<file path="src/rtl/core/escd_pkg.sv">
// Shared widths, calendar constants, tables and payload types of the serial date converter.
package escd_pkg;

  localparam int SERIAL_W = 22;
  localparam int YEAR_W   = 14;
  localparam int MONTH_W  = 4;
  localparam int DAY_W    = 5;
  localparam int WDAY_W   = 3;
  localparam int DNUM_W   = 22;  // days counted from 1600-03-01
  localparam int ERA_W    = 5;
  localparam int DOE_W    = 18;
  localparam int YOE_W    = 9;
  localparam int DOY_W    = 9;
  localparam int CENT_W   = 8;   // year / 100 over the full year field
  localparam int Q7_W     = 20;

  // Conversion direction
  localparam logic OP_DATE_TO_SERIAL = 1'b0;
  localparam logic OP_SERIAL_TO_DATE = 1'b1;

  localparam logic [YEAR_W-1:0]   YEAR_MIN   = 14'd1900;
  localparam logic [YEAR_W-1:0]   YEAR_MAX   = 14'd9999;
  localparam logic [YEAR_W-1:0]   EPOCH_YEAR = 14'd1600;
  localparam logic [SERIAL_W-1:0] SERIAL_MAX   = 22'd2958465;
  localparam logic [SERIAL_W-1:0] LOTUS_SERIAL = 22'd60;

  // Day numbers of 1900-03-01 and the serial offsets before and after the Lotus day
  localparam logic [DNUM_W-1:0] DNUM_MAR1900   = 22'd109572;
  localparam logic [DNUM_W-1:0] DNUM_OFS_EARLY = 22'd109512;
  localparam logic [DNUM_W-1:0] DNUM_OFS_LATE  = 22'd109511;

  localparam logic [DOE_W-1:0] ERA_DAYS  = 18'd146097;
  localparam logic [DOE_W-1:0] CENT1_DAY = 18'd36524;
  localparam logic [DOE_W-1:0] CENT2_DAY = 18'd73048;
  localparam logic [DOE_W-1:0] CENT3_DAY = 18'd109572;

  localparam logic [WDAY_W-1:0] WDAY_OFS   = 3'd3;
  localparam logic [WDAY_W-1:0] WDAY_LOTUS = 3'd4;
  localparam logic [DAY_W-1:0]  FEB_LEAP   = 5'd29;
  localparam logic [DAY_W-1:0]  FEB_PLAIN  = 5'd28;

  // Reciprocals for division by constants: q = (x * REC) >> SH, exact over the operand range
  localparam int REC100_SH  = 21;
  localparam int REC7_SH    = 25;
  localparam int RECERA_SH  = 40;
  localparam int REC1460_SH = 29;
  localparam int REC365_SH  = 27;
  localparam logic [14:0] REC100  = 15'(((64'd1 << REC100_SH) + 64'd99) / 64'd100);
  localparam logic [22:0] REC7    = 23'(((64'd1 << REC7_SH) + 64'd6) / 64'd7);
  localparam logic [22:0] RECERA  = 23'(((64'd1 << RECERA_SH) + 64'd146096) / 64'd146097);
  localparam logic [18:0] REC1460 = 19'(((64'd1 << REC1460_SH) + 64'd1459) / 64'd1460);
  localparam logic [18:0] REC365  = 19'(((64'd1 << REC365_SH) + 64'd364) / 64'd365);

  typedef struct packed {
    logic                opcode;
    logic [YEAR_W-1:0]   year;
    logic [MONTH_W-1:0]  month;
    logic [DAY_W-1:0]    day;
    logic [SERIAL_W-1:0] serial;
  } escd_cmd_t;

  typedef struct packed {
    logic [DNUM_W-1:0] dnum;
    logic              ok;
    logic              lotus;
  } escd_day_t;

  typedef struct packed {
    logic [ERA_W-1:0]    era;
    logic [DOE_W-1:0]    doe;
    logic [YOE_W-1:0]    yoe;
    logic [WDAY_W-1:0]   wday;
    logic [SERIAL_W-1:0] serial;
    logic                ok;
    logic                lotus;
  } escd_yoe_t;

  typedef struct packed {
    logic [SERIAL_W-1:0] serial_out;
    logic [YEAR_W-1:0]   year_out;
    logic [MONTH_W-1:0]  month_out;
    logic [DAY_W-1:0]    day_out;
    logic [WDAY_W-1:0]   weekday;
    logic [DAY_W-1:0]    month_length;
    logic                leap;
    logic                valid_res;
  } escd_res_t;

  // Days of each calendar month in a common year
  function automatic logic [DAY_W-1:0] month_days(input logic [MONTH_W-1:0] m);
    logic [DAY_W-1:0] n;
    case (m)
      4'd1, 4'd3, 4'd5, 4'd7, 4'd8, 4'd10, 4'd12: n = 5'd31;
      4'd4, 4'd6, 4'd9, 4'd11:                    n = 5'd30;
      4'd2:                                       n = FEB_PLAIN;
      default:                                    n = 5'd0;
    endcase
    return n;
  endfunction

  // Days before month mp of a year that starts in March
  function automatic logic [DOY_W-1:0] cum_days(input logic [MONTH_W-1:0] mp);
    logic [DOY_W-1:0] n;
    case (mp)
      4'd0:    n = 9'd0;
      4'd1:    n = 9'd31;
      4'd2:    n = 9'd61;
      4'd3:    n = 9'd92;
      4'd4:    n = 9'd122;
      4'd5:    n = 9'd153;
      4'd6:    n = 9'd184;
      4'd7:    n = 9'd214;
      4'd8:    n = 9'd245;
      4'd9:    n = 9'd275;
      4'd10:   n = 9'd306;
      4'd11:   n = 9'd337;
      default: n = 9'd0;
    endcase
    return n;
  endfunction

  // Gregorian leap rule, given the year and its quotient by 100
  function automatic logic is_leap(input logic [YEAR_W-1:0] y, input logic [CENT_W-1:0] q);
    logic [YEAR_W-1:0] rem;
    rem = y - YEAR_W'(q) * 14'd100;
    return (rem == '0) ? (q[1:0] == 2'd0) : (y[1:0] == 2'd0);
  endfunction

  // Month length; February 1900 counts 29 days
  function automatic logic [DAY_W-1:0] month_len(input logic [MONTH_W-1:0] m, input logic lp,
                                                 input logic y1900);
    logic [DAY_W-1:0] n;
    if (m == 4'd2) begin
      n = (lp || y1900) ? FEB_LEAP : FEB_PLAIN;
    end else begin
      n = month_days(m);
    end
    return n;
  endfunction

endpackage

</file>
<file path="src/rtl/core/escd_if.sv">
// Valid/ready channel interfaces for the converter's command and result streams.
interface escd_cmd_if;
  import escd_pkg::*;
  logic                valid;
  logic                ready;
  logic                opcode;
  logic [YEAR_W-1:0]   year;
  logic [MONTH_W-1:0]  month;
  logic [DAY_W-1:0]    day;
  logic [SERIAL_W-1:0] serial;

  modport source (output valid, output opcode, output year, output month, output day,
                  output serial, input ready);
  modport sink   (input valid, input opcode, input year, input month, input day,
                  input serial, output ready);
endinterface

interface escd_res_if;
  import escd_pkg::*;
  logic                valid;
  logic                ready;
  logic [SERIAL_W-1:0] serial_out;
  logic [YEAR_W-1:0]   year_out;
  logic [MONTH_W-1:0]  month_out;
  logic [DAY_W-1:0]    day_out;
  logic [WDAY_W-1:0]   weekday;
  logic [DAY_W-1:0]    month_length;
  logic                leap;
  logic                valid_res;

  modport source (output valid, output serial_out, output year_out, output month_out,
                  output day_out, output weekday, output month_length, output leap,
                  output valid_res, input ready);
  modport sink   (input valid, input serial_out, input year_out, input month_out,
                  input day_out, input weekday, input month_length, input leap,
                  input valid_res, output ready);
endinterface

</file>
<file path="src/rtl/core/escd_front.sv">
// Front stages: range checks and the day number from 1600-03-01 for either direction.
module escd_front (
  input  logic               clk,
  input  logic               rst,
  input  logic               in_valid,
  output logic               in_ready,
  input  escd_pkg::escd_cmd_t in_data,
  output logic               out_valid,
  input  logic               out_ready,
  output escd_pkg::escd_day_t out_data
);
  import escd_pkg::*;

  localparam int NSTG = 3;

  logic [NSTG-1:0] vld;
  logic [NSTG-1:0] adv;

  // Stage 1 registers
  logic                s1_op;
  logic [YEAR_W-1:0]   s1_year;
  logic [MONTH_W-1:0]  s1_month;
  logic [DAY_W-1:0]    s1_day;
  logic [YEAR_W-1:0]   s1_ybase;
  logic [CENT_W-1:0]   s1_ycent;
  logic [CENT_W-1:0]   s1_yq;
  logic [MONTH_W-1:0]  s1_mp;
  logic [DNUM_W-1:0]   s1_dser;
  logic                s1_sok;
  logic                s1_slotus;

  // Stage 2 registers
  logic                s2_op;
  logic [DNUM_W-1:0]   s2_tyear;
  logic [CENT_W-1:0]   s2_tcent;
  logic [9:0]          s2_tday;
  logic [DNUM_W-1:0]   s2_dser;
  logic                s2_ok;
  logic                s2_lotus;

  // Stage 3 registers
  escd_day_t           s3;

  logic [YEAR_W-1:0]   yy;
  logic [YEAR_W-1:0]   ybase;
  logic [28:0]         yb_prod;
  logic [28:0]         yr_prod;
  logic [SERIAL_W-1:0] sn;

  logic                leap_in;
  logic [DAY_W-1:0]    mlen_in;
  logic                d_ok;
  logic                d_lotus;

  // Ripple the stall back one stage at a time
  always_comb begin
    adv[NSTG-1] = !vld[NSTG-1] || out_ready;
    for (int k = NSTG - 2; k >= 0; k--) begin
      adv[k] = !vld[k] || adv[k+1];
    end
  end

  assign in_ready  = adv[0];
  assign out_valid = vld[NSTG-1];
  assign out_data  = s3;

  always_ff @(posedge clk) begin
    if (rst) begin
      vld <= '0;
    end else begin
      if (adv[0]) begin
        vld[0] <= in_valid;
      end
      for (int k = 1; k < NSTG; k++) begin
        if (adv[k]) begin
          vld[k] <= vld[k-1];
        end
      end
    end
  end

  // Shift the year to start in March and take the century quotients
  always_comb begin
    yy      = in_data.year - YEAR_W'(in_data.month <= 4'd2);
    ybase   = yy - EPOCH_YEAR;
    yb_prod = 29'(ybase) * 29'(REC100);
    yr_prod = 29'(in_data.year) * 29'(REC100);
    sn      = (in_data.serial > LOTUS_SERIAL) ? in_data.serial - 22'd1 : in_data.serial;
  end

  always_ff @(posedge clk) begin
    if (adv[0] && in_valid) begin
      s1_op     <= in_data.opcode;
      s1_year   <= in_data.year;
      s1_month  <= in_data.month;
      s1_day    <= in_data.day;
      s1_ybase  <= ybase;
      s1_ycent  <= yb_prod[REC100_SH +: CENT_W];
      s1_yq     <= yr_prod[REC100_SH +: CENT_W];
      s1_mp     <= (in_data.month > 4'd2) ? in_data.month - 4'd3 : in_data.month + 4'd9;
      s1_dser   <= sn + DNUM_OFS_EARLY;
      s1_sok    <= (in_data.serial != '0) && (in_data.serial <= SERIAL_MAX);
      s1_slotus <= (in_data.serial == LOTUS_SERIAL);
    end
  end

  // Check the year and month ranges and the day against its month length
  always_comb begin
    leap_in = is_leap(s1_year, s1_yq);
    mlen_in = month_len(s1_month, leap_in, s1_year == YEAR_MIN);
    d_ok    = (s1_year >= YEAR_MIN) && (s1_year <= YEAR_MAX) &&
              (s1_month >= 4'd1) && (s1_month <= 4'd12) &&
              (s1_day >= 5'd1) && (s1_day <= mlen_in);
    d_lotus = (s1_year == YEAR_MIN) && (s1_month == 4'd2) && (s1_day == FEB_LEAP);
  end

  always_ff @(posedge clk) begin
    if (adv[1] && vld[0]) begin
      s2_op    <= s1_op;
      s2_tyear <= DNUM_W'(s1_ybase) * 22'd365 + DNUM_W'(s1_ybase >> 2);
      s2_tcent <= s1_ycent - (s1_ycent >> 2);
      s2_tday  <= 10'(cum_days(s1_mp)) + 10'(s1_day) - 10'd1;
      s2_dser  <= s1_dser;
      s2_ok    <= (s1_op == OP_SERIAL_TO_DATE) ? s1_sok : d_ok;
      s2_lotus <= (s1_op == OP_SERIAL_TO_DATE) ? s1_slotus : d_lotus;
    end
  end

  // Pick the day number of the chosen direction
  always_ff @(posedge clk) begin
    if (adv[2] && vld[1]) begin
      s3.dnum  <= (s2_op == OP_SERIAL_TO_DATE) ? s2_dser
                  : s2_tyear - DNUM_W'(s2_tcent) + DNUM_W'(s2_tday);
      s3.ok    <= s2_ok;
      s3.lotus <= s2_lotus;
    end
  end

endmodule

</file>
<file path="src/rtl/core/escd_split.sv">
// Middle stages: era, day of era, year of era, weekday and serial from the day number.
module escd_split (
  input  logic               clk,
  input  logic               rst,
  input  logic               in_valid,
  output logic               in_ready,
  input  escd_pkg::escd_day_t in_data,
  output logic               out_valid,
  input  logic               out_ready,
  output escd_pkg::escd_yoe_t out_data
);
  import escd_pkg::*;

  localparam int NSTG = 5;

  logic [NSTG-1:0] vld;
  logic [NSTG-1:0] adv;

  // Stage 1
  logic [DNUM_W-1:0]   s1_dnum;
  logic [ERA_W-1:0]    s1_era;
  logic [Q7_W-1:0]     s1_q7;
  logic                s1_ok;
  logic                s1_lotus;

  // Stage 2 to 5 carry the partial result
  escd_yoe_t           s2;
  escd_yoe_t           s3;
  logic [6:0]          s3_a;
  logic [1:0]          s3_bc;
  escd_yoe_t           s4;
  logic [DOE_W-1:0]    s4_t;
  escd_yoe_t           s5;

  logic [44:0]         era_prod;
  logic [44:0]         q7_prod;
  logic [DOE_W-1:0]    doe;
  logic [WDAY_W-1:0]   r7;
  logic [WDAY_W:0]     wsum;
  logic [36:0]         a_prod;
  logic [36:0]         y_prod;

  always_comb begin
    adv[NSTG-1] = !vld[NSTG-1] || out_ready;
    for (int k = NSTG - 2; k >= 0; k--) begin
      adv[k] = !vld[k] || adv[k+1];
    end
  end

  assign in_ready  = adv[0];
  assign out_valid = vld[NSTG-1];
  assign out_data  = s5;

  always_ff @(posedge clk) begin
    if (rst) begin
      vld <= '0;
    end else begin
      if (adv[0]) begin
        vld[0] <= in_valid;
      end
      for (int k = 1; k < NSTG; k++) begin
        if (adv[k]) begin
          vld[k] <= vld[k-1];
        end
      end
    end
  end

  // Divide the day number by the era length and by seven
  assign era_prod = 45'(in_data.dnum) * 45'(RECERA);
  assign q7_prod  = 45'(in_data.dnum) * 45'(REC7);

  always_ff @(posedge clk) begin
    if (adv[0] && in_valid) begin
      s1_dnum  <= in_data.dnum;
      s1_era   <= era_prod[RECERA_SH +: ERA_W];
      s1_q7    <= q7_prod[REC7_SH +: Q7_W];
      s1_ok    <= in_data.ok;
      s1_lotus <= in_data.lotus;
    end
  end

  // Take the remainders; 1600-03-01 was a Wednesday
  always_comb begin
    doe  = DOE_W'(s1_dnum - DNUM_W'(s1_era) * DNUM_W'(ERA_DAYS));
    r7   = WDAY_W'(s1_dnum - DNUM_W'(s1_q7) * 22'd7);
    wsum = {1'b0, r7} + {1'b0, WDAY_OFS};
  end

  always_ff @(posedge clk) begin
    if (adv[1] && vld[0]) begin
      s2.era    <= s1_era;
      s2.doe    <= doe;
      s2.yoe    <= '0;
      s2.wday   <= (wsum >= 4'd7) ? WDAY_W'(wsum - 4'd7) : WDAY_W'(wsum);
      s2.serial <= (s1_dnum < DNUM_MAR1900) ? s1_dnum - DNUM_OFS_EARLY
                                            : s1_dnum - DNUM_OFS_LATE;
      s2.ok     <= s1_ok;
      s2.lotus  <= s1_lotus;
    end
  end

  // Count leap days inside the era: four-year and century terms
  assign a_prod = 37'(s2.doe) * 37'(REC1460);

  always_ff @(posedge clk) begin
    if (adv[2] && vld[1]) begin
      s3    <= s2;
      s3_a  <= a_prod[REC1460_SH +: 7];
      s3_bc <= 2'(s2.doe >= CENT1_DAY) + 2'(s2.doe >= CENT2_DAY) + 2'(s2.doe >= CENT3_DAY);
    end
  end

  always_ff @(posedge clk) begin
    if (adv[3] && vld[2]) begin
      s4   <= s3;
      s4_t <= s3.doe - DOE_W'(s3_a) + DOE_W'(s3_bc);
    end
  end

  // Year of era from the leap-corrected day count
  assign y_prod = 37'(s4_t) * 37'(REC365);

  always_ff @(posedge clk) begin
    if (adv[4] && vld[3]) begin
      s5.era    <= s4.era;
      s5.doe    <= s4.doe;
      s5.yoe    <= y_prod[REC365_SH +: YOE_W];
      s5.wday   <= s4.wday;
      s5.serial <= s4.serial;
      s5.ok     <= s4.ok;
      s5.lotus  <= s4.lotus;
    end
  end

endmodule

</file>
<file path="src/rtl/core/escd_finish.sv">
// Back stages: month and day, calendar year, leap flag, month length and the result register.
module escd_finish (
  input  logic               clk,
  input  logic               rst,
  input  logic               in_valid,
  output logic               in_ready,
  input  escd_pkg::escd_yoe_t in_data,
  output logic               out_valid,
  input  logic               out_ready,
  output escd_pkg::escd_res_t out_data
);
  import escd_pkg::*;

  localparam int NSTG = 5;

  logic [NSTG-1:0] vld;
  logic [NSTG-1:0] adv;

  typedef struct packed {
    logic [ERA_W-1:0]    era;
    logic [YOE_W-1:0]    yoe;
    logic [DOY_W-1:0]    doy;
    logic [WDAY_W-1:0]   wday;
    logic [SERIAL_W-1:0] serial;
    logic                ok;
    logic                lotus;
  } doy_stage_t;

  typedef struct packed {
    logic [YEAR_W-1:0]   year;
    logic [MONTH_W-1:0]  month;
    logic [DAY_W-1:0]    day;
    logic [WDAY_W-1:0]   wday;
    logic [SERIAL_W-1:0] serial;
    logic                ok;
    logic                lotus;
  } date_stage_t;

  doy_stage_t          s1;
  doy_stage_t          s2;
  logic [MONTH_W-1:0]  s2_mp;
  date_stage_t         s3;
  date_stage_t         s4;
  logic [CENT_W-1:0]   s4_q;
  escd_res_t           s5;

  logic [1:0]          ycent;
  logic [DOE_W-1:0]    ydays;
  logic [MONTH_W-1:0]  mp_cnt;
  logic [MONTH_W-1:0]  month;
  logic [28:0]         q_prod;
  logic                lp;

  always_comb begin
    adv[NSTG-1] = !vld[NSTG-1] || out_ready;
    for (int k = NSTG - 2; k >= 0; k--) begin
      adv[k] = !vld[k] || adv[k+1];
    end
  end

  assign in_ready  = adv[0];
  assign out_valid = vld[NSTG-1];
  assign out_data  = s5;

  always_ff @(posedge clk) begin
    if (rst) begin
      vld <= '0;
    end else begin
      if (adv[0]) begin
        vld[0] <= in_valid;
      end
      for (int k = 1; k < NSTG; k++) begin
        if (adv[k]) begin
          vld[k] <= vld[k-1];
        end
      end
    end
  end

  // Day of the March-based year
  always_comb begin
    ycent = 2'(in_data.yoe >= 9'd100) + 2'(in_data.yoe >= 9'd200) + 2'(in_data.yoe >= 9'd300);
    ydays = DOE_W'(in_data.yoe) * 18'd365 + DOE_W'(in_data.yoe >> 2) - DOE_W'(ycent);
  end

  always_ff @(posedge clk) begin
    if (adv[0] && in_valid) begin
      s1.era    <= in_data.era;
      s1.yoe    <= in_data.yoe;
      s1.doy    <= DOY_W'(in_data.doe - ydays);
      s1.wday   <= in_data.wday;
      s1.serial <= in_data.serial;
      s1.ok     <= in_data.ok;
      s1.lotus  <= in_data.lotus;
    end
  end

  // Find the month by counting the month starts already passed
  always_comb begin
    mp_cnt = '0;
    for (int i = 1; i < 12; i++) begin
      mp_cnt = mp_cnt + MONTH_W'(s1.doy >= cum_days(MONTH_W'(i)));
    end
  end

  always_ff @(posedge clk) begin
    if (adv[1] && vld[0]) begin
      s2    <= s1;
      s2_mp <= mp_cnt;
    end
  end

  // Rebuild the calendar date
  assign month = (s2_mp < 4'd10) ? s2_mp + 4'd3 : s2_mp - 4'd9;

  always_ff @(posedge clk) begin
    if (adv[2] && vld[1]) begin
      s3.year   <= YEAR_W'(s2.yoe) + YEAR_W'(s2.era) * 14'd400 +
                   YEAR_W'(month <= 4'd2) + EPOCH_YEAR;
      s3.month  <= month;
      s3.day    <= DAY_W'(s2.doy - cum_days(s2_mp) + 9'd1);
      s3.wday   <= s2.wday;
      s3.serial <= s2.serial;
      s3.ok     <= s2.ok;
      s3.lotus  <= s2.lotus;
    end
  end

  assign q_prod = 29'(s3.year) * 29'(REC100);

  always_ff @(posedge clk) begin
    if (adv[3] && vld[2]) begin
      s4   <= s3;
      s4_q <= q_prod[REC100_SH +: CENT_W];
    end
  end

  assign lp = is_leap(s4.year, s4_q);

  // Zero a rejected item, substitute the Lotus day, else deliver the decoded date
  always_ff @(posedge clk) begin
    if (adv[4] && vld[3]) begin
      if (!s4.ok) begin
        s5 <= '0;
      end else if (s4.lotus) begin
        s5.serial_out   <= LOTUS_SERIAL;
        s5.year_out     <= YEAR_MIN;
        s5.month_out    <= 4'd2;
        s5.day_out      <= FEB_LEAP;
        s5.weekday      <= WDAY_LOTUS;
        s5.month_length <= FEB_LEAP;
        s5.leap         <= 1'b0;
        s5.valid_res    <= 1'b1;
      end else begin
        s5.serial_out   <= s4.serial;
        s5.year_out     <= s4.year;
        s5.month_out    <= s4.month;
        s5.day_out      <= s4.day;
        s5.weekday      <= s4.wday;
        s5.month_length <= month_len(s4.month, lp, s4.year == YEAR_MIN);
        s5.leap         <= lp;
        s5.valid_res    <= 1'b1;
      end
    end
  end

endmodule

</file>
<file path="src/rtl/core/excel_serial_date_converter_unit.sv">
// Top level of the 1900-system serial date converter.
// Converts a Gregorian date to its 1900-system spreadsheet serial (opcode 0) or a serial back
// to a date (opcode 1), counting the fictitious 1900-02-29 as serial 60, and returns serial,
// date, weekday (0 is Sunday), month length, leap flag and a valid flag; a rejected input
// returns valid_res 0 with every other field zero. The block keeps no state and accepts one
// transfer per clock unless the result channel stalls; each command passes through the front,
// split and finish stages, whose registers spread out the constant-reciprocal multiplies
// (century, era, weekday, leap-day and year quotients). Every stage has its own valid bit
// and a stalled result only holds back stages that are full, so empty stages keep filling.
module excel_serial_date_converter_unit (
  input logic        clk,
  input logic        rst,
  escd_cmd_if.sink   cmd,
  escd_res_if.source res
);
  import escd_pkg::*;

  escd_cmd_t cmd_data;
  escd_day_t day_data;
  escd_yoe_t yoe_data;
  escd_res_t res_data;
  logic      day_valid;
  logic      day_ready;
  logic      yoe_valid;
  logic      yoe_ready;

  // Gather the command fields
  always_comb begin
    cmd_data.opcode = cmd.opcode;
    cmd_data.year   = cmd.year;
    cmd_data.month  = cmd.month;
    cmd_data.day    = cmd.day;
    cmd_data.serial = cmd.serial;
  end

  escd_front u_front (
    .clk       (clk),
    .rst       (rst),
    .in_valid  (cmd.valid),
    .in_ready  (cmd.ready),
    .in_data   (cmd_data),
    .out_valid (day_valid),
    .out_ready (day_ready),
    .out_data  (day_data)
  );

  escd_split u_split (
    .clk       (clk),
    .rst       (rst),
    .in_valid  (day_valid),
    .in_ready  (day_ready),
    .in_data   (day_data),
    .out_valid (yoe_valid),
    .out_ready (yoe_ready),
    .out_data  (yoe_data)
  );

  escd_finish u_finish (
    .clk       (clk),
    .rst       (rst),
    .in_valid  (yoe_valid),
    .in_ready  (yoe_ready),
    .in_data   (yoe_data),
    .out_valid (res.valid),
    .out_ready (res.ready),
    .out_data  (res_data)
  );

  // Spread the result onto the channel
  always_comb begin
    res.serial_out   = res_data.serial_out;
    res.year_out     = res_data.year_out;
    res.month_out    = res_data.month_out;
    res.day_out      = res_data.day_out;
    res.weekday      = res_data.weekday;
    res.month_length = res_data.month_length;
    res.leap         = res_data.leap;
    res.valid_res    = res_data.valid_res;
  end

endmodule

</file>
<file path="src/flat_wrapper.sv">
// flat-port wrapper written by rule: the top's interface ports become plain ports
module excel_serial_date_converter_unit_flat import escd_pkg::*;
  (clk, rst, cmd_valid, cmd_opcode, cmd_year, cmd_month, cmd_day, cmd_serial, cmd_ready, res_valid, res_serial_out, res_year_out, res_month_out, res_day_out, res_weekday, res_month_length, res_leap, res_valid_res, res_ready);
  escd_cmd_if cmd_i ();
  escd_res_if res_i ();
  input logic clk;
  input logic rst;
  input wire logic [$bits(cmd_i.valid)-1:0] cmd_valid;
  input wire logic [$bits(cmd_i.opcode)-1:0] cmd_opcode;
  input wire logic [$bits(cmd_i.year)-1:0] cmd_year;
  input wire logic [$bits(cmd_i.month)-1:0] cmd_month;
  input wire logic [$bits(cmd_i.day)-1:0] cmd_day;
  input wire logic [$bits(cmd_i.serial)-1:0] cmd_serial;
  output wire logic [$bits(cmd_i.ready)-1:0] cmd_ready;
  output wire logic [$bits(res_i.valid)-1:0] res_valid;
  output wire logic [$bits(res_i.serial_out)-1:0] res_serial_out;
  output wire logic [$bits(res_i.year_out)-1:0] res_year_out;
  output wire logic [$bits(res_i.month_out)-1:0] res_month_out;
  output wire logic [$bits(res_i.day_out)-1:0] res_day_out;
  output wire logic [$bits(res_i.weekday)-1:0] res_weekday;
  output wire logic [$bits(res_i.month_length)-1:0] res_month_length;
  output wire logic [$bits(res_i.leap)-1:0] res_leap;
  output wire logic [$bits(res_i.valid_res)-1:0] res_valid_res;
  input wire logic [$bits(res_i.ready)-1:0] res_ready;
  assign cmd_i.valid = cmd_valid;
  assign cmd_i.opcode = cmd_opcode;
  assign cmd_i.year = cmd_year;
  assign cmd_i.month = cmd_month;
  assign cmd_i.day = cmd_day;
  assign cmd_i.serial = cmd_serial;
  assign cmd_ready = cmd_i.ready;
  assign res_valid = res_i.valid;
  assign res_serial_out = res_i.serial_out;
  assign res_year_out = res_i.year_out;
  assign res_month_out = res_i.month_out;
  assign res_day_out = res_i.day_out;
  assign res_weekday = res_i.weekday;
  assign res_month_length = res_i.month_length;
  assign res_leap = res_i.leap;
  assign res_valid_res = res_i.valid_res;
  assign res_i.ready = res_ready;
  excel_serial_date_converter_unit u_core (.clk(clk), .rst(rst), .cmd(cmd_i), .res(res_i));
endmodule
</file>
<file path="config.mk">
export PLATFORM = sky130hd
export DESIGN_NAME = excel_serial_date_converter_unit_flat
export DESIGN_NICKNAME = d
export VERILOG_FILES = /design/src/rtl/core/escd_pkg.sv /design/src/rtl/core/escd_if.sv /design/src/rtl/core/escd_front.sv /design/src/rtl/core/escd_split.sv /design/src/rtl/core/escd_finish.sv /design/src/rtl/core/excel_serial_date_converter_unit.sv /design/src/flat_wrapper.sv
export SDC_FILE = /design/constraint.sdc
export NUM_CORES = 2
export LEC_CHECK = 0
export ABC_CLOCK_PERIOD_IN_PS = 9400
export BUFFER_PORTS_ARGS = -buffer_cell sky130_fd_sc_hd__buf_2
export CAP_MARGIN = 20
export CELL_PAD_IN_SITES_DETAIL_PLACEMENT = 1
export CELL_PAD_IN_SITES_GLOBAL_PLACEMENT = 1
export CORE_MARGIN = 2
export CORE_UTILIZATION = 54
export CTS_CLUSTER_DIAMETER = 40
export CTS_CLUSTER_SIZE = 40
export DETAILED_ROUTE_END_ITERATION = 6
export PLACE_DENSITY_LB_ADDON = 0.08
export SLEW_MARGIN = 30
export SYNTH_ARGS = -nofsm -noshare
export SYNTH_HDL_FRONTEND = slang
export SYNTH_SLANG_ARGS = --single-unit
</file>
<file path="constraint.sdc">
create_clock -name clk -period 9.4 [get_ports clk]
set_input_delay 1.88 -clock clk [delete_from_list [all_inputs] [get_ports clk]]
set_output_delay 1.88 -clock clk [all_outputs]
set_load 0.005 [all_outputs]
</file>
# [Yosys cells after proc, flatten, opt, wreduce, memory -nomap -nowiden]
# Memories as Yosys holds them, arrays and structs flattened. A register that Yosys moved wholly into a read port is not among the register bits.
# Index checks and enable logic that the tools add are counted.
[totals] regBits=714 latch_bits=0 ramBits=0 romBits=448 in_bits=50 out_inout_bits=57 elab_cells=291 memories=4
[op_classes] n_addsub=46 mul=14 div_mod_pow=0 magnitude_cmp=31 eq_ne=6 shift=0 n_mux=21 bitwise=1 reduce_logical=57
[mem_list] memory="(no name shown)" depth=16 width=9 rd=1 rd_ports_with_merged_regs=1 write_ports=0 line="escd_pkg.sv:104" source="case (mp)"
[mem_list] memory="(no name shown)" depth=16 width=9 rd=1 rd_ports_with_merged_regs=1 write_ports=0 line="escd_pkg.sv:104"
[mem_list] memory="(no name shown)" depth=16 width=5 rd=1 rd_ports_with_merged_regs=1 write_ports=0 line="escd_pkg.sv:92" source="case (m)"
[mem_list] memory="(no name shown)" depth=16 width=5 rd=1 rd_ports_with_merged_regs=1 write_ports=0 line="escd_pkg.sv:92"
[op_table] cell="14-bit by 13-bit multiplier with 27-bit output, second input constant" count=3
[op_table] cell="18-bit by 16-bit multiplier with 33-bit output, second input constant" count=2
[op_table] cell="22-bit two-way mux" count=3
[op_table] cell="9-bit by 8-bit >= comparator with 1-bit output, second input constant" count=5
[op_table] cell="22-bit by 23-bit multiplier with 45-bit output, second input constant" count=1
[op_table] cell="22-bit by 22-bit multiplier with 44-bit output, second input constant" count=1
[op_table] cell="22-bit by 17-bit subtractor with 22-bit output, second input constant" count=2
[op_table] cell="39-bit two-way mux" count=1
[op_table] cell="18-bit by 17-bit >= comparator with 1-bit output, second input constant" count=2
[op_table] cell="9-bit >= comparator, second input constant" count=4
[op_table] cell="4-bit by 1-bit adder with 4-bit output" count=7
[op_table] cell="14-bit by 11-bit equality test with 1-bit output, second input constant" count=2
[op_table] cell="14-bit logical NOT" count=2
[op_table] cell="14-bit subtractor" count=2
[op_table] cell="9-bit by 7-bit >= comparator with 1-bit output, second input constant" count=3
[op_table] cell="8-bit by 5-bit multiplier with 12-bit output, second input constant" count=2
[op_table] cell="4-bit two-way mux" count=6
[op_table] cell="22-bit by 10-bit adder with 22-bit output" count=1
[op_table] cell="22-bit by 12-bit adder with 22-bit output" count=1
[op_table] cell="22-bit by 17-bit adder with 22-bit output, second input constant" count=1
[op_table] cell="22-bit by 6-bit equality test with 1-bit output, second input constant" count=1
[op_table] cell="22-bit by 6-bit greater-than comparator with 1-bit output, second input constant" count=1
[op_table] cell="22-bit less-or-equal comparator, second input constant" count=1
[op_table] cell="22-bit by 17-bit less-than comparator with 1-bit output, second input constant" count=1
[op_table] cell="60 further kinds" count=121

# [Longest topological paths before layout]
[depth] depth_word=17 ltp_mapped=36

# [Modules after synthesis]
# A second synthesis with hierarchy kept.
[unflattened] cells_unflattened=6019 hier_area_um2=70134.8
[by_module_without_submodules] module="escd_split" n_inst=1 cells_each=2821 area_per_inst_um2=33328.2 seq_area_each_um2=8147.8
[by_module_without_submodules] module="escd_front" n_inst=1 cells_each=1984 area_per_inst_um2=20533.4 seq_area_each_um2=5435.2
[by_module_without_submodules] module="escd_finish" n_inst=1 cells_each=1214 area_per_inst_um2=16273.1 seq_area_each_um2=8097.8

# [Worst setup path before layout]
# No wires, ideal clock.
[synth_path] kind="input -> register" from="in cmd_month[0]" to="reg u_core.u_front.s1_ycent[7], data pin" arrival_ps=8225 required_ps=9140 path_slack_ps=916 stages=32 n_path_buf=0 path_cell_list="inv_1 > ha_1 > o21a_1 > ha_1 > inv_1 > ha_1 > a21o_1 > a21oi_1 > o21bai_1 > a21o_1 > a211o_1 > a21boi_0 > o21bai_1 > a21oi_1 > xnor2_1 > ha_1 > fa_1 > fa_1 > fa_1 > inv_1 > fa_1 > inv_1 > ha_1 > a211oi_1 > o21bai_1 > a211o_1 > o211ai_1 > o211ai_1 > nand3_1 > a41o_1 > o21bai_1 > xnor2_1"
[synth_between] elab_chain_len=4
[synth_rtl] item="from (decl)" line="flat_wrapper.sv:11" source="input wire logic [$bits(cmd_i.month)-1:0] cmd_month;"
[synth_rtl] item="4-bit by 2-bit less-or-equal comparator with 1-bit output" line="escd_front.sv:84" source="yy = in_data.year - YEAR_W'(in_data.month <= 4'd2);"
[synth_rtl] item="14-bit by 1-bit subtractor with 14-bit output" line="escd_front.sv:84"
[synth_rtl] item="14-bit by 11-bit subtractor with 14-bit output" line="escd_front.sv:85" source="ybase = yy - EPOCH_YEAR;"
[synth_rtl] item="via u_core.u_front.ybase[12]" line="escd_front.sv:45" source="logic [YEAR_W-1:0] ybase;"
[synth_rtl] item="14-bit by 13-bit multiplier with 27-bit output" line="escd_front.sv:86" source="yb_prod = 29'(ybase) * 29'(REC100);"
[synth_rtl] item="via u_core.u_front.yb_prod[28]" line="escd_front.sv:46" source="logic [28:0] yb_prod;"
[synth_rtl] item="to (signal assigned)" line="escd_front.sv:98" source="s1_ycent <= yb_prod[REC100_SH +: CENT_W];"
[synth_rtl] item="to (decl)" line="escd_front.sv:25" source="logic [CENT_W-1:0] s1_ycent;"
# The timed path passes the listed nets, and every way through them passes these cells.
# A chain may end at the register's enable or synchronous reset.

# [Worst setup path after layout]
# Ends and elaborated chain as after synthesis.

==> out/metrics.csv <==
metric,value,unit
CP startpoint kind,input port,
Final GP Congestion,0.861,
nets,8204,
main combinational cell family by area after synthesis,adder cells,
dominant cell type by area after synthesis,edfxtp_1,
core area,0.127,sq mm
Mapped Area,0.0689,sq mm
Crit Path Class,in2reg,
Setup-failing EPs final,0,
GR Util met3,3.06,%
Worst Path Buf+Inv,5,
Starting DRT DRC Count,1892,
Ys Warns,0,
Compound-Gate Fraction of Synth Area,6.40,%
Critical Path RT,9.83,ns
post-synth top area share,29.7,%
Vias,42600,
Worst R2R End,u_core.u_split.s1_era[1],
Clock Skew,0.0836,ns
Die W,361,microns
syn_nets,7986,
cts hold-fix bufs,0,
Yosys cell types,94,
I/O Pins,107,
Fmax,117,MHz
worst r2r path cells,19,
cts repair resizes,0,
latest clock arrival within the worst-skew pair,0.73,ns
residual DRC count,0,
"Reg clk slew, reported paths",0.07,ns
fraction of the mapped netlist area in simple logic gates,5.13,%
"flops & latches, synth",715,
RSZ-0062 raised after global routing,false,
number of port buffers,106,
register area share after synthesis,30.7,%
crit-path most repeated cell,ha_1,
Post-synth EDFFs,682,
reg2reg setup slack,2.01,ns
vias in the first global route,48700,
number of detailed-route iterations in the first pass,7,
Total Die Area,0.131,sq mm
CTS Buf Count,100,
H-tree levels,3,
total gr overflow,0,
crit end category,register,
met1 Usage GRT,32.0,%
fillcell total,13100,
Clock Tree Buf Depth,3,
largest net degree at the start of global routing,84,
Synth async-reset ratio,0,%
clk root buf,clkbuf_16,
share of layout cells above drive strength 1,6.52,%
met2 Use GR,48.7,%
Period minus WS final,8.55,ns
die height,361,microns
initial antenna violation count,7,
reg-to-reg critical path startpoint,u_core.u_front.out_data[2],
Synth Instances,5865,
post-DR wirelength/cell,21.4,microns
Initial Util,54.2,%
Detail Placement HPWL,138000,microns
MaxCap Viol Count,0,
fin crit share,90.9,%
Hold Path Class,reg2reg,
Area Growth Syn to Fin,9.25,%
worst slew pin tran,0.999,ns
post-synthesis mux area share,0.332,%
relative slew slack,33.4,%
final count of pins violating max slew,0,
Critical-path top delay cell,fa_1,
CTS tree,yes,
Placement Rows,131,
final core occ,59.2,%
setup_tns,0,ns
GR peak layer,met2,
CP max FO,6,
GR Util All Layers,26.6,%
Via density,5.44,
outcome,finished clean,
adder-cell area share of the yosys netlist,46.1,%
Min-Delay Startpoint,u_core.u_split.s1_ok,
setup bufs post-CTS,0,
first-pass GRT wire length,269000,microns
Num Clock Sinks,715,
Synth Area in XOR/XNOR,3.59,%
antenna-violating nets left,0,
most used flip-flop cell after synthesis,edfxtp_1,
hold depth,0,
hold path endpoint,u_core.u_split.s2[1],
synthesized area per cell,11.8,sq um
"delay-heaviest family, CP",adder cells,
CP peak stage delay,0.55,ns
endpoints failing hold,0,
DRT Wirelength,167000,microns
synth top area cells,"edfxtp_1 30%, ha_1 23%, fa_1 23%",
WP data arrival,8.98,ns
worst max-delay path by stage:
stage	slack, ns	cells past startpoint	from	endpoint
finish	0.85	33	cmd_month[0]	u_core.u_front.s1_ycent[7]
global route	0.27	36	cmd_month[0]	u_core.u_front.s1_ycent[7]
detailed placement	0.17	33	cmd_month[0]	u_core.u_front.s1_ycent[7]
floorplan	0.92	32	cmd_month[0]	u_core.u_front.s1_ycent[7]
global placement	0.15	33	cmd_month[0]	u_core.u_front.s1_ycent[7]
CTS	0.83	36	cmd_month[0]	u_core.u_front.s1_ycent[7]
routing by layer:
metal	wire, microns	share of wire (%)	vias to the layer above
met5	0	0	-
met4	6450	3.9	0
met3	5060	3.0	289
met2	87900	53	626
met1	67900	41	21800
li1	-	-	19900
cell usage in the layout (no fill, tap or decap), types with 34 or more instances in the layout:
cell type,n
nor2b_1,34
a21o_1,64
nor2_1,187
clkbuf_16,101
xor2_1,77
buf_2,106
a21oi_1,196
nand3_1,65
fa_1,782
xnor2_1,203
ha_1,1289
nor3_1,60
o21a_1,62
nand2_1,135
edfxtp_1,682
o21bai_1,39
buf_4,45
and2_1,39
o21ai_0,110
inv_1,1376
logic make-up after synthesis:
| logic type | Yosys count |
|---|---|
| AO/OA/AOI/OAI | 666 |
| XOR/XNOR | 281 |
| adder cells (fa/ha/maj) | 2071 |
| buffers and inverters | 1417 |
| flip-flops | 715 |
| multiplexers | 22 |
| AND/OR/NAND/NOR | 693 |
flip-flops by register name (all words and copies together), names as in the netlist, 22 cells and up, named ones only:
register                  flops
u_core.u_split.s1_dnum       22
u_core.u_split.s2            50
u_core.u_finish.out_data     53
u_core.u_split.s4            41
u_core.u_finish.s2           46
u_core.u_split.s3            50
u_core.u_front.s2_tyear      22
u_core.u_finish.s3           50
u_core.u_front.out_data      24
u_core.u_split.out_data      50
u_core.u_finish.s4           50
u_core.u_finish.s1           50
u_core.u_front.s2_dser       22
u_core.u_front.s1_dser       22
per-stage QoR:
stage / setup WS [ns] / area [sq um] / hold slack (ns) / instances
after floorplan: 0.916 / 68900 / 0.400 / 5865
after global routing: 0.265 / 75300 / 0.365 / 7834
after global placement: 0.151 / 71800 / 0.402 / 7641
after CTS: 0.833 / 75200 / 0.359 / 7827
after detailed placement: 0.169 / 71800 / 0.405 / 7641
final: 0.852 / 75300 / 0.375 / 7834
synthesized netlist by cell type (60+ instances only):
library cell	instances
a21o_1	64
a21oi_1	197
edfxtp_1	682
fa_1	782
ha_1	1289
inv_1	1379
nand2_1	135
nand3_1	65
nor2_1	188
nor3_1	60
o21a_1	62
o21ai_0	110
xnor2_1	203
xor2_1	77
final cells by class:
class                      count  area, sq um  share of cell area (%)
clock inverter                78          893                    1.19
timing repair buffer         154          918                    1.22
antenna                        5         12.5                  0.0166
clock buffer                 108         2550                    3.39
sequential                   715        21100                    28.1
multi-input combinational   3733        42500                    56.5
tap                         1662         2080                    2.76
inverter                    1379         5180                    6.88
Power is not shown: default switching activity piles up to over one toggle a cycle in this logic, so the estimate is an artifact.
